**config.mk**
```make
export PLATFORM = sky130hd
export DESIGN_NAME = averaged_hysteresis_thermostat_unit
export DESIGN_NICKNAME = d
export VERILOG_FILES = /design/src/sv/ath_pkg.sv /design/src/sv/averaged_hysteresis_thermostat_unit.sv
export SDC_FILE = /design/constraint.sdc
export NUM_CORES = 1
export LEC_CHECK = 0
export BUFFER_PORTS_ARGS = -buffer_cell sky130_fd_sc_hd__buf_2
export CORE_ASPECT_RATIO = 0.75
export CORE_MARGIN = 2
export CORE_UTILIZATION = 50
export CTS_CLUSTER_SIZE = 28
export DETAILED_ROUTE_END_ITERATION = 10
export GPL_TIMING_DRIVEN = 0
export PLACE_DENSITY_LB_ADDON = 0.05
export SLEW_MARGIN = 5
export SYNTH_ARGS = -nofsm -noshare
export SYNTH_HDL_FRONTEND = slang
export SYNTH_SLANG_ARGS = --single-unit
```
**constraint.sdc**
```tcl
create_clock -name i_clk -period 7.53 [get_ports i_clk]
set_clock_uncertainty 0.05 [all_clocks]
set_input_delay 0.753 -clock i_clk [delete_from_list [all_inputs] [get_ports i_clk]]
set_output_delay 0.753 -clock i_clk [all_outputs]
set_load 0.005 [all_outputs]
```
**src/sv/ath_pkg.sv**
```systemverilog
// Shared constants and types for the averaged hysteresis thermostat.
`default_nettype none

package ath_pkg;

    // Sizing of the sample path.
    localparam int MAX_WINDOW  = 16;
    localparam int SAMPLE_BITS = 12;

    // Register field widths.
    localparam int TGT_W  = 12;
    localparam int HYST_W = 12;
    localparam int WIN_W  = 5;
    localparam int CFG_W  = 12;
    localparam int IDX_W  = 2;

    // Derived widths.
    localparam int PTR_W  = (MAX_WINDOW > 1) ? $clog2(MAX_WINDOW) : 1;
    localparam int CNT_W  = $clog2(MAX_WINDOW + 1);
    localparam int SUM_W  = SAMPLE_BITS + PTR_W + 1;
    localparam int MAG_W  = SUM_W - 1;
    localparam int STEP_W = $clog2(MAG_W);
    localparam int CMP_W  = ((SAMPLE_BITS > TGT_W) ? SAMPLE_BITS : TGT_W) + 2;

    // Configuration register indexes.
    typedef enum logic [IDX_W-1:0] {
        REG_TARGET = 2'd0,
        REG_HYST   = 2'd1,
        REG_WINDOW = 2'd2
    } t_cfg_idx;

    // Sequencer states, one-hot.
    typedef enum logic [3:0] {
        S_IDLE = 4'b0001,
        S_DIV  = 4'b0010,
        S_POST = 4'b0100,
        S_EMIT = 4'b1000
    } t_state;

endpackage : ath_pkg

`default_nettype wire

```
**src/sv/averaged_hysteresis_thermostat_unit.sv**
```systemverilog
// Averaged hysteresis thermostat: sample ring, running sum, serial divider, comparator.
// Sequence: a valid reading runs 16 bit-serial restoring-divide steps of the running sum
//   by the sample count on the shared subtractor, then the compare and the output load;
//   an invalid one goes straight to the output load. A new reading is held off until the
//   last one reaches the output register. Reset: synchronous, active low; clears all state
//   but the ring, divider, result flags and output data (window length back to 8).
`default_nettype none

module averaged_hysteresis_thermostat_unit
    import ath_pkg::*;
(
    input  wire logic                   i_clk,
    input  wire logic                   i_rst_n,

    // Reading channel
    input  wire logic                   i_in_valid,
    output logic                        o_in_stall,
    input  wire logic [SAMPLE_BITS-1:0] i_reading,
    input  wire logic                   i_reading_valid,

    // Result channel
    output logic                        o_out_valid,
    input  wire logic                   i_out_stall,
    output logic [SAMPLE_BITS-1:0]      o_average_temp,
    output logic                        o_temp_high,
    output logic                        o_crossing,
    output logic                        o_crossed_upward,
    output logic                        o_window_ready,
    output logic                        o_sample_taken,

    // Configuration write channel
    input  wire logic                   i_cfg_valid,
    output logic                        o_cfg_ready,
    input  wire logic [IDX_W-1:0]       i_cfg_index,
    input  wire logic [CFG_W-1:0]       i_cfg_data
);

    // ------------------------------------------------------------------
    // State
    // ------------------------------------------------------------------
    t_state                  r_state, n_state;

    // History: ring (no reset), pointer, fill count, running sum, average.
    logic [SAMPLE_BITS-1:0]  r_ring [MAX_WINDOW];
    logic [PTR_W-1:0]        r_ptr, n_ptr;
    logic [CNT_W-1:0]        r_count, n_count;
    logic signed [SUM_W-1:0] r_sum, n_sum;
    logic [SAMPLE_BITS-1:0]  r_avg, n_avg;
    logic                    r_above, n_above;

    // Registers.
    logic [TGT_W-1:0]        r_target, n_target;
    logic [HYST_W-1:0]       r_hyst, n_hyst;
    logic [CNT_W-1:0]        r_win, n_win;

    // Divider working set: quotient/dividend shift register, partial remainder.
    logic [MAG_W-1:0]        r_quo, n_quo;
    logic [CNT_W-1:0]        r_rem, n_rem;
    logic [STEP_W-1:0]       r_step, n_step;
    logic                    r_neg, n_neg;

    // Result flags waiting for the output register.
    logic                    r_cross, n_cross;
    logic                    r_up, n_up;
    logic                    r_taken, n_taken;

    // Output register.
    logic                    r_out_valid, n_out_valid;
    logic [SAMPLE_BITS-1:0]  r_out_avg, n_out_avg;
    logic                    r_out_above, n_out_above;
    logic                    r_out_cross, n_out_cross;
    logic                    r_out_up, n_out_up;
    logic                    r_out_ready, n_out_ready;
    logic                    r_out_taken, n_out_taken;

    // ------------------------------------------------------------------
    // Handshakes
    // ------------------------------------------------------------------
    logic in_beat, cfg_beat, out_free;

    // Hold readings off while a register write is offered so the two never share an edge.
    assign o_in_stall  = (r_state != S_IDLE) || i_cfg_valid;
    assign o_cfg_ready = (r_state == S_IDLE);
    assign in_beat     = i_in_valid && !o_in_stall;
    assign cfg_beat    = i_cfg_valid && o_cfg_ready;
    // Output register can take a new beat when empty or being drained now.
    assign out_free    = !r_out_valid || !i_out_stall;

    // ------------------------------------------------------------------
    // Datapath pieces
    // ------------------------------------------------------------------
    logic                    full_now;
    logic signed [SUM_W-1:0] old_ext, new_ext, upd_sum;
    logic [CNT_W-1:0]        ptr_inc, win_clamp;
    logic [MAG_W-1:0]        upd_mag;

    // Shared subtractor of the divider.
    logic [CNT_W:0]          div_shift;
    logic [CNT_W+1:0]        div_diff;
    logic                    div_borrow;

    logic [SAMPLE_BITS-1:0]  quo_low, div_avg;
    logic signed [CMP_W-1:0] avg_cmp, tgt_cmp, low_cmp;

    assign full_now = (r_count >= r_win);

    // Drop the oldest sample once the ring is full, add the new one.
    assign old_ext = full_now ? SUM_W'($signed(r_ring[r_ptr])) : '0;
    assign new_ext = SUM_W'($signed(i_reading));
    assign upd_sum = r_sum - old_ext + new_ext;
    assign upd_mag = upd_sum[SUM_W-1] ? MAG_W'(-upd_sum) : MAG_W'(upd_sum);

    assign ptr_inc = CNT_W'(r_ptr) + CNT_W'(1);

    // Window length is forced into 1..MAX_WINDOW.
    always_comb begin
        priority if (i_cfg_data[WIN_W-1:0] == '0) begin
            win_clamp = CNT_W'(1);
        end else if (32'(i_cfg_data[WIN_W-1:0]) > 32'(MAX_WINDOW)) begin
            win_clamp = CNT_W'(MAX_WINDOW);
        end else begin
            win_clamp = CNT_W'(i_cfg_data[WIN_W-1:0]);
        end
    end

    // One restoring step: shift in the next dividend bit, try subtracting.
    assign div_shift  = {r_rem, r_quo[MAG_W-1]};
    assign div_diff   = {1'b0, div_shift} - {2'b00, r_count};
    assign div_borrow = div_diff[CNT_W+1];

    // Quotient magnitude fits the sample width; apply sign (truncates toward zero).
    assign quo_low = r_quo[SAMPLE_BITS-1:0];
    assign div_avg = r_neg ? (~quo_low + SAMPLE_BITS'(1)) : quo_low;

    // Comparator at full width so a deep band never wraps.
    assign avg_cmp = CMP_W'($signed(div_avg));
    assign tgt_cmp = CMP_W'($signed(r_target));
    assign low_cmp = tgt_cmp - $signed({{(CMP_W-HYST_W){1'b0}}, r_hyst});

    // ------------------------------------------------------------------
    // Sequencer and next-state logic
    // ------------------------------------------------------------------
    always_comb begin
        n_state     = r_state;
        n_ptr       = r_ptr;
        n_count     = r_count;
        n_sum       = r_sum;
        n_avg       = r_avg;
        n_above     = r_above;
        n_target    = r_target;
        n_hyst      = r_hyst;
        n_win       = r_win;
        n_quo       = r_quo;
        n_rem       = r_rem;
        n_step      = r_step;
        n_neg       = r_neg;
        n_cross     = r_cross;
        n_up        = r_up;
        n_taken     = r_taken;
        n_out_valid = r_out_valid && i_out_stall;
        n_out_avg   = r_out_avg;
        n_out_above = r_out_above;
        n_out_cross = r_out_cross;
        n_out_up    = r_out_up;
        n_out_ready = r_out_ready;
        n_out_taken = r_out_taken;

        // Register writes arrive only while idle.
        if (cfg_beat) begin
            unique case (i_cfg_index)
                REG_TARGET: n_target = i_cfg_data[TGT_W-1:0];
                REG_HYST:   n_hyst   = i_cfg_data[HYST_W-1:0];
                REG_WINDOW: begin
                    // Drop history, keep comparator state.
                    n_win   = win_clamp;
                    n_ptr   = '0;
                    n_count = '0;
                    n_sum   = '0;
                    n_avg   = '0;
                end
                default: ;
            endcase
        end

        unique case (r_state)
            S_IDLE: begin
                if (in_beat) begin
                    n_cross = 1'b0;
                    n_up    = 1'b0;
                    n_taken = i_reading_valid;
                    if (i_reading_valid) begin
                        // Advance the ring and load the divider.
                        n_sum   = upd_sum;
                        n_ptr   = (ptr_inc >= r_win) ? '0 : PTR_W'(ptr_inc);
                        n_count = full_now ? r_count : r_count + CNT_W'(1);
                        n_quo   = upd_mag;
                        n_neg   = upd_sum[SUM_W-1];
                        n_rem   = '0;
                        n_step  = STEP_W'(MAG_W - 1);
                        n_state = S_DIV;
                    end else begin
                        n_state = S_EMIT;
                    end
                end
            end
            S_DIV: begin
                n_quo = {r_quo[MAG_W-2:0], !div_borrow};
                n_rem = div_borrow ? div_shift[CNT_W-1:0] : div_diff[CNT_W-1:0];
                if (r_step == '0) begin
                    n_state = S_POST;
                end else begin
                    n_step = r_step - STEP_W'(1);
                end
            end
            S_POST: begin
                n_avg = div_avg;
                if (full_now) begin
                    if (!r_above && (avg_cmp >= tgt_cmp)) begin
                        n_above = 1'b1;
                        n_cross = 1'b1;
                        n_up    = 1'b1;
                    end else if (r_above && (avg_cmp <= low_cmp)) begin
                        n_above = 1'b0;
                        n_cross = 1'b1;
                    end
                end
                n_state = S_EMIT;
            end
            S_EMIT: begin
                // Hold until the output register frees up.
                if (out_free) begin
                    n_out_valid = 1'b1;
                    n_out_avg   = r_avg;
                    n_out_above = r_above;
                    n_out_cross = r_cross;
                    n_out_up    = r_up;
                    n_out_ready = full_now;
                    n_out_taken = r_taken;
                    n_state     = S_IDLE;
                end
            end
            default: n_state = S_IDLE;
        endcase
    end

    // ------------------------------------------------------------------
    // Registers
    // ------------------------------------------------------------------
    always_ff @(posedge i_clk) begin
        if (!i_rst_n) begin
            r_state     <= S_IDLE;
            r_ptr       <= '0;
            r_count     <= '0;
            r_sum       <= '0;
            r_avg       <= '0;
            r_above     <= 1'b0;
            r_target    <= '0;
            r_hyst      <= '0;
            r_win       <= CNT_W'((8 > MAX_WINDOW) ? MAX_WINDOW : 8);
            r_out_valid <= 1'b0;
        end else begin
            r_state     <= n_state;
            r_ptr       <= n_ptr;
            r_count     <= n_count;
            r_sum       <= n_sum;
            r_avg       <= n_avg;
            r_above     <= n_above;
            r_target    <= n_target;
            r_hyst      <= n_hyst;
            r_win       <= n_win;
            r_out_valid <= n_out_valid;
        end
    end

    always_ff @(posedge i_clk) begin
        if (in_beat && i_reading_valid) begin
            r_ring[r_ptr] <= i_reading;
        end
        r_quo       <= n_quo;
        r_rem       <= n_rem;
        r_step      <= n_step;
        r_neg       <= n_neg;
        r_cross     <= n_cross;
        r_up        <= n_up;
        r_taken     <= n_taken;
        r_out_avg   <= n_out_avg;
        r_out_above <= n_out_above;
        r_out_cross <= n_out_cross;
        r_out_up    <= n_out_up;
        r_out_ready <= n_out_ready;
        r_out_taken <= n_out_taken;
    end

    assign o_out_valid      = r_out_valid;
    assign o_average_temp   = r_out_avg;
    assign o_temp_high      = r_out_above;
    assign o_crossing       = r_out_cross;
    assign o_crossed_upward = r_out_up;
    assign o_window_ready   = r_out_ready;
    assign o_sample_taken   = r_out_taken;

    // ------------------------------------------------------------------
    // Assertions
    // ------------------------------------------------------------------
    a_count_bounded: assert property (@(posedge i_clk) disable iff (!i_rst_n)
        r_count <= r_win)
        else $error("fill count exceeds window length");

    a_ptr_in_window: assert property (@(posedge i_clk) disable iff (!i_rst_n)
        CNT_W'(r_ptr) < r_win)
        else $error("ring pointer outside window");

    a_cross_needs_full: assert property (@(posedge i_clk) disable iff (!i_rst_n)
        (o_out_valid && o_crossing) |-> (o_window_ready && o_sample_taken))
        else $error("crossing reported without a full window and a stored sample");

    a_cross_direction: assert property (@(posedge i_clk) disable iff (!i_rst_n)
        (o_out_valid && o_crossing) |-> (o_temp_high == o_crossed_upward))
        else $error("crossing direction disagrees with comparator state");

    a_up_implies_cross: assert property (@(posedge i_clk) disable iff (!i_rst_n)
        (o_out_valid && o_crossed_upward) |-> o_crossing)
        else $error("upward flag without a crossing");

    a_div_to_post: assert property (@(posedge i_clk) disable iff (!i_rst_n)
        (r_state == S_DIV && r_step == '0) |=> (r_state == S_POST))
        else $error("divider did not hand over after its last step");

endmodule : averaged_hysteresis_thermostat_unit

`default_nettype wire
```
* Word-level counts from Yosys, hierarchy flattened
Memory sizes are Yosys's and may differ from the RTL's. A register that Yosys moved wholly into a read port is not among the register bits. Cells that the tools add are included.
Word-level totals: memory bits (writable) 192, flip-flop bits (word level) 119, input bits 32, memories kept 1
Operators by class: mux-type cells 56, equal/unequal tests 16, reductions and logical operators 34, bitwise operators 1, add/sub/neg operators 9, $lt $le $gt $ge 5
Memories:
- r_ring | words 16, width 12, rd ports 1, clocked after memory_dff 1, wr ports 1, RTL line averaged_hysteresis_thermostat_unit.sv:44 | logic [SAMPLE_BITS-1:0] r_ring [MAX_WINDOW];
Operator list (number):
- $mux 17 | 6
- $mux 4 | 14
- $mux 5 | 11
- $mux 12 | 4
- $mux 16 | 3
- $pmux 16 s2 | 1
- $add 17x12->17 | 1
- $sub 17x17->17 | 1
- $neg 16->16 | 1
- $pmux 4 s4 | 1
- $le 12x14->1 | 1
- $sub 12x13->14 | 1
- $add 12x1->12 const B | 1
- $ge 12x12->1 | 1
- $mux 1 | 12
- $ne 2x2->1 const B | 6
- $not 12->12 | 1
- $reduce_and 2->1 | 6
- $reduce_and 3->1 | 4
- $reduce_and 4->1 | 3
- $ge 5x5->1 | 2
- $pmux 5 s2 | 1
- $reduce_bool 2->1 | 5
- $pmux 4 s2 | 1
- other kinds (22) | 33

* Logic depth before layout (Yosys ltp)
depth after elaboration 9, depth in mapped cells 24, depth with buffers taken out 23

* Worst setup path before layout
No wires, ideal clock.
path type reg-to-reg, start point register r_ptr[0] (netlist name), end point register r_quo[15] (data pin), library setup time 0.271 ns, required time 7.209 ns, cell stages (with the launch flop) 18, slack 2.281 ns, arrival 4.929 ns, path through dfxtp_1 -> clkbuf_1 -> buf_1 -> mux4_2 -> mux4_2 -> and2_1 -> fa_1 -> inv_1 -> ha_1 -> a211oi_2 -> or3b_1 -> nand3_2 -> or3_4 -> nor4b_4 -> and4_1 -> a41oi_1 -> xnor2_1 -> a21oi_1
RTL lines:
- end signal, assigned | RTL line averaged_hysteresis_thermostat_unit.sv:279 | r_quo <= n_quo;
- end, declared | RTL line averaged_hysteresis_thermostat_unit.sv:57 | logic [MAG_W-1:0] r_quo, n_quo;

* Worst setup path after layout
start point register r_count[0], end point register r_quo[15] (data pin)
Between the ends: word-level cells in the longest chain between the ends 9
Ends and longest elaborated chain:
- start, declared | RTL line averaged_hysteresis_thermostat_unit.sv:46 | logic [CNT_W-1:0] r_count, n_count;
- start signal, assigned | RTL line averaged_hysteresis_thermostat_unit.sv:264 | r_count <= n_count;
- $ge 5x5->1 * | RTL line averaged_hysteresis_thermostat_unit.sv:105 | assign full_now = (r_count >= r_win);
- net full_now | RTL line averaged_hysteresis_thermostat_unit.sv:92 | logic full_now;
- $mux 17 * | RTL line averaged_hysteresis_thermostat_unit.sv:108 | assign old_ext = full_now ? SUM_W'($signed(r_ring[r_ptr])) : '0;
- $sub 17x17->17 * | RTL line averaged_hysteresis_thermostat_unit.sv:110 | assign upd_sum = r_sum - old_ext + new_ext;
- $add 17x12->17 * | RTL line averaged_hysteresis_thermostat_unit.sv:110
- $neg 16->16 | RTL line averaged_hysteresis_thermostat_unit.sv:111 | assign upd_mag = upd_sum[SUM_W-1] ? MAG_W'(-upd_sum) : MAG_W'(upd_sum);
- $mux 16 * | RTL line averaged_hysteresis_thermostat_unit.sv:111
- $mux 16 * | RTL line averaged_hysteresis_thermostat_unit.sv:191 | if (i_reading_valid) begin
- $mux 16 * | RTL line averaged_hysteresis_thermostat_unit.sv:187 | if (in_beat) begin
- $pmux 16 s2 * | RTL line averaged_hysteresis_thermostat_unit.sv:185 | unique case (r_state)
- net n_quo[15] | RTL line averaged_hysteresis_thermostat_unit.sv:57
The timed path passes the listed nets; every way through them passes the cells marked *. The select of a mux whose other input is x is not followed. A chain may end at the register's enable or synchronous reset.

==> out/results.tsv <==
metric	value	unit
seqPwrFrac	38.6	%
path_cells	inv_1 -> ha_1 -> nand2b_1 -> a21o_1 -> a21o_1 -> a21o_1 -> a21oi_1 -> inv_1 -> clkbuf_1 -> and2_1 -> fa_1 -> inv_1 -> ha_1 -> a2111oi_1 -> o21ai_1 -> a41oi_1 -> xor2_1 -> and2_1 -> and4_1 -> a41oi_1 -> xnor2_1 -> a21oi_1	
dieWidth	208	µm
crit_path_max_fanout	10	
clk_pin_slew	0.06	ns
worstSetupEndpointType	flip-flop	
cts_root_buf	clkbuf_16	
synth_fa_ha_area_share	8.74	%
cp.required	7.73	ns
fin_crit	6.19	ns
yosys_warnings	0	
wl_per_cell	20.8	µm
start_util	51.2	%
slew_violations	0	
syn-cell-area	15600	µm²
drive_gt1_share	14.9	%
crit_path_start_kind	flip-flop	
clk_latency	0.55	ns
viasPerCell	5.66	
fin_crit_sh	82.2	%
p_leak	6.25	nW
ff_latch_area	8610	µm²
gp_congestion	0.835	
grt_pass1_vias	9726	
netlist_instances	1235	
io_buffers	50	
htreeDepth	2	
multi_input_area	6340	µm²
cell_internal_pwr	0.00356	W
swShare	31.8	%
dpl.cell_count	1689	
synth_nets	1365	
postCtsHoldBufs	0	
synthXorXnorAreaFrac	3.20	%
fin_nets	1456	
drtPass1Iterations	5	
ys_types	73	
antenna_cells	0	
synth-compound-area-share	8.77	%
area_growth	12.6	%
fillCellCount	2506	
synth_simple_gate_area_share	10.9	%
synthDominantCellAreaShare	45.9	%
finalNonFillerCells	1749	
die_area	32600	µm²
synth_area_leader_cell	edfxtp_1	
io_pins	52	
max_slew_margin	10.1	%
fin_setup_tns	0	ns
tightest_slew	1.34	ns
ys_seq_area_share	55.3	%
cts.sinks	311	
overflow	0	
clock.fmax	162	MHz
synth.area.top_cells	edfxtp_1, dfxtp_1, mux4_2	
crit_slowest_cell	a21oi_1	
rows	55	
cts_buffers	34	
drc_errors	0	
p_clk_share	32.8	%
core	30400	µm²
avgSynthCellArea	12.6	µm²
drt_iter0_drc	845	
arrival	6.39	ns
ys_seq_elements	311	
maxCapViolations	0	
hold_viol	0	
drt_wl_total	36.4	mm
die_y	157	µm
grt_pass1_wl	56.8	mm
power_per_cell_area	298	nW/µm²
slowest_delay	0.52	ns
setup_viol	0	
rsz0062_at_grt	no	
clockBufferDepth	3	
netSwitchingPower	0.00166	W
min_path_type	reg2reg	
postCtsSetupRepairBufs	0	
async_reset_ff_share	0	%
groute.usage.overall	22.9	%
status	finished, final reports clean	
dp_hpwl	26.4	mm
synth-edff-count	238	
cts_tree	yes	
ys.flop_type	edfxtp_1	
p_comb_share	28.6	%
path_buf_inv	4	
grt_start_max_net_pins	22	
num_vias	9903	
synth_top_family_by_area	simple AND/OR/NAND/NOR gates	
ir_drop	0.201	mV
post_cts_resized	0	
crit_family	compound AO/OA/AOI/OAI gates	
synth_mux_area_share	8.92	%
ant_nets	0	
antenna_found_initial	1	
crit_type	reg2reg	
==> per-stage QoR <==
| step | total power [W] | hold WS (ns) | instance area (µm²) | setup WS, ns | util (%) |
|---|---|---|---|---|---|
| global placement | 0.00350 | 0.365 | 16300 | 1.37 | 53.6 |
| global route | 0.00548 | 0.388 | 17500 | 0.987 | 57.6 |
| finish | 0.00522 | 0.377 | 17500 | 1.34 | 57.6 |
| detailed placement | 0.00352 | 0.358 | 16400 | 1.42 | 53.9 |
| floorplan | 0.00312 | 0.350 | 15600 | 2.28 | - |
| CTS | 0.00523 | 0.373 | 17500 | 1.38 | 57.6 |
==> placed cells by master, fill, tap and decap left out, types with 34 or more instances in the layout <==
cell       count
clkbuf_1      46
buf_2         53
clkbuf_16     34
nand2_1      104
inv_1        118
dfxtp_1       73
nor2_1        53
a21boi_0      49
mux4_2        59
xnor2_1       35
edfxtp_1     238
a21oi_1       47
nand3_1       51
ha_1          80
==> synthesized netlist by cell type, types with 3 or more instances <==
library cell  instances
a211oi_2              3
o211ai_1              5
xor2_1               15
a21oi_1              48
and2_1               21
a21o_1               18
nand3_1              51
nand2b_1             14
mux2i_1               6
o21a_1                5
mux4_2               59
a21boi_0             49
buf_1                 3
inv_1               118
fa_1                 18
o21ai_1               7
nand2_1             104
buf_2                 3
inv_2                 3
nor4_1                7
o21ai_0              29
ha_1                 80
a31oi_1               5
nor2_1               58
xnor2_1              35
and4_1                3
nand3b_1              5
and3_1                7
clkbuf_1             40
edfxtp_1            238
dfxtp_1              73
nor3b_1               4
a211oi_1              4
o31ai_1               4
or3_1                 3
nor3_1               19
nand4_1               7
nor2b_1              15
==> cell type report <==
class | count | area share, %
plain buffers | 48 | 1.16
multi-input cells | 755 | 36.2
clock inverters | 19 | 1.38
flip-flops and latches | 311 | 49.1
repair buffers | 55 | 1.68
well taps | 399 | 2.85
clock buffers | 41 | 5.06
inverters | 121 | 2.59
==> sequential cells by signal (all words and copies together), names as in the netlist, 4 cells and up <==
register,cells
r_target,12
r_state,4
r_ring,192
r_win,5
r_count,5
r_ptr,4
o_average_temp,12
r_quo,16
r_hyst,12
r_step,4
r_rem,5
r_sum,17
r_avg,12
==> power groups by stage <==
stage | sequential (W) | combinational [W] | clock [W]
2_1_floorplan | 0.00203 | 0.00109 | 0
3_3_place_gp | 0.00205 | 0.00145 | 0
3_5_place_dp | 0.00205 | 0.00147 | 0
4_1_cts | 0.00202 | 0.00148 | 0.00173
5_1_grt | 0.00202 | 0.00165 | 0.00180
6_report | 0.00202 | 0.00149 | 0.00171
==> routing by layer <==
layer | global-route usage (%) | share of wire, % | routed length (µm)
met5 | 0 | 0 | 0
met1 | 35.1 | 50 | 18200
met2 | 33.6 | 42 | 15300
met3 | 5.06 | 6.7 | 2420
met4 | 4.36 | 1.4 | 524
==> worst register-to-register path, cell delays in order (launching register included) <==
cell	delay, ns
dfxtp_1	0.39
inv_1	0.10
ha_1	0.29
nand2b_1	0.14
a21o_1	0.17
a21o_1	0.18
a21o_1	0.17
a21oi_1	0.52
inv_1	0.25
clkbuf_1	0.35
and2_1	0.26
fa_1	0.47
inv_1	0.04
ha_1	0.39
a2111oi_1	0.34
o21ai_1	0.21
a41oi_1	0.28
xor2_1	0.30
and2_1	0.24
and4_1	0.25
a41oi_1	0.15
xnor2_1	0.22
a21oi_1	0.14
==> cell families after synthesis <==
logic type	Yosys count
XOR/XNOR	53
AND/OR/NAND/NOR	336
adder cells (fa/ha/maj)	98
buffers and inverters	169
flip-flops	311
AO/OA/AOI/OAI	203
multiplexers	65
==> path summary, 6_finish.rpt <==
check	startpoint	endpoint	slack [ns]	cells after the start
hold / removal	r_cross$_DFFE_PP_	o_crossing$_DFFE_PP_	0.38	0
setup reg to reg	r_count[0]$_SDFFE_PN0P_	r_quo[15]$_DFFE_PP_	1.34	22
setup / recovery	r_count[0]$_SDFFE_PN0P_	r_quo[15]$_DFFE_PP_	1.34	22
hold reg to reg	r_cross$_DFFE_PP_	o_crossing$_DFFE_PP_	0.38	0
No activity file was read; power rests on OpenSTA's default activity.
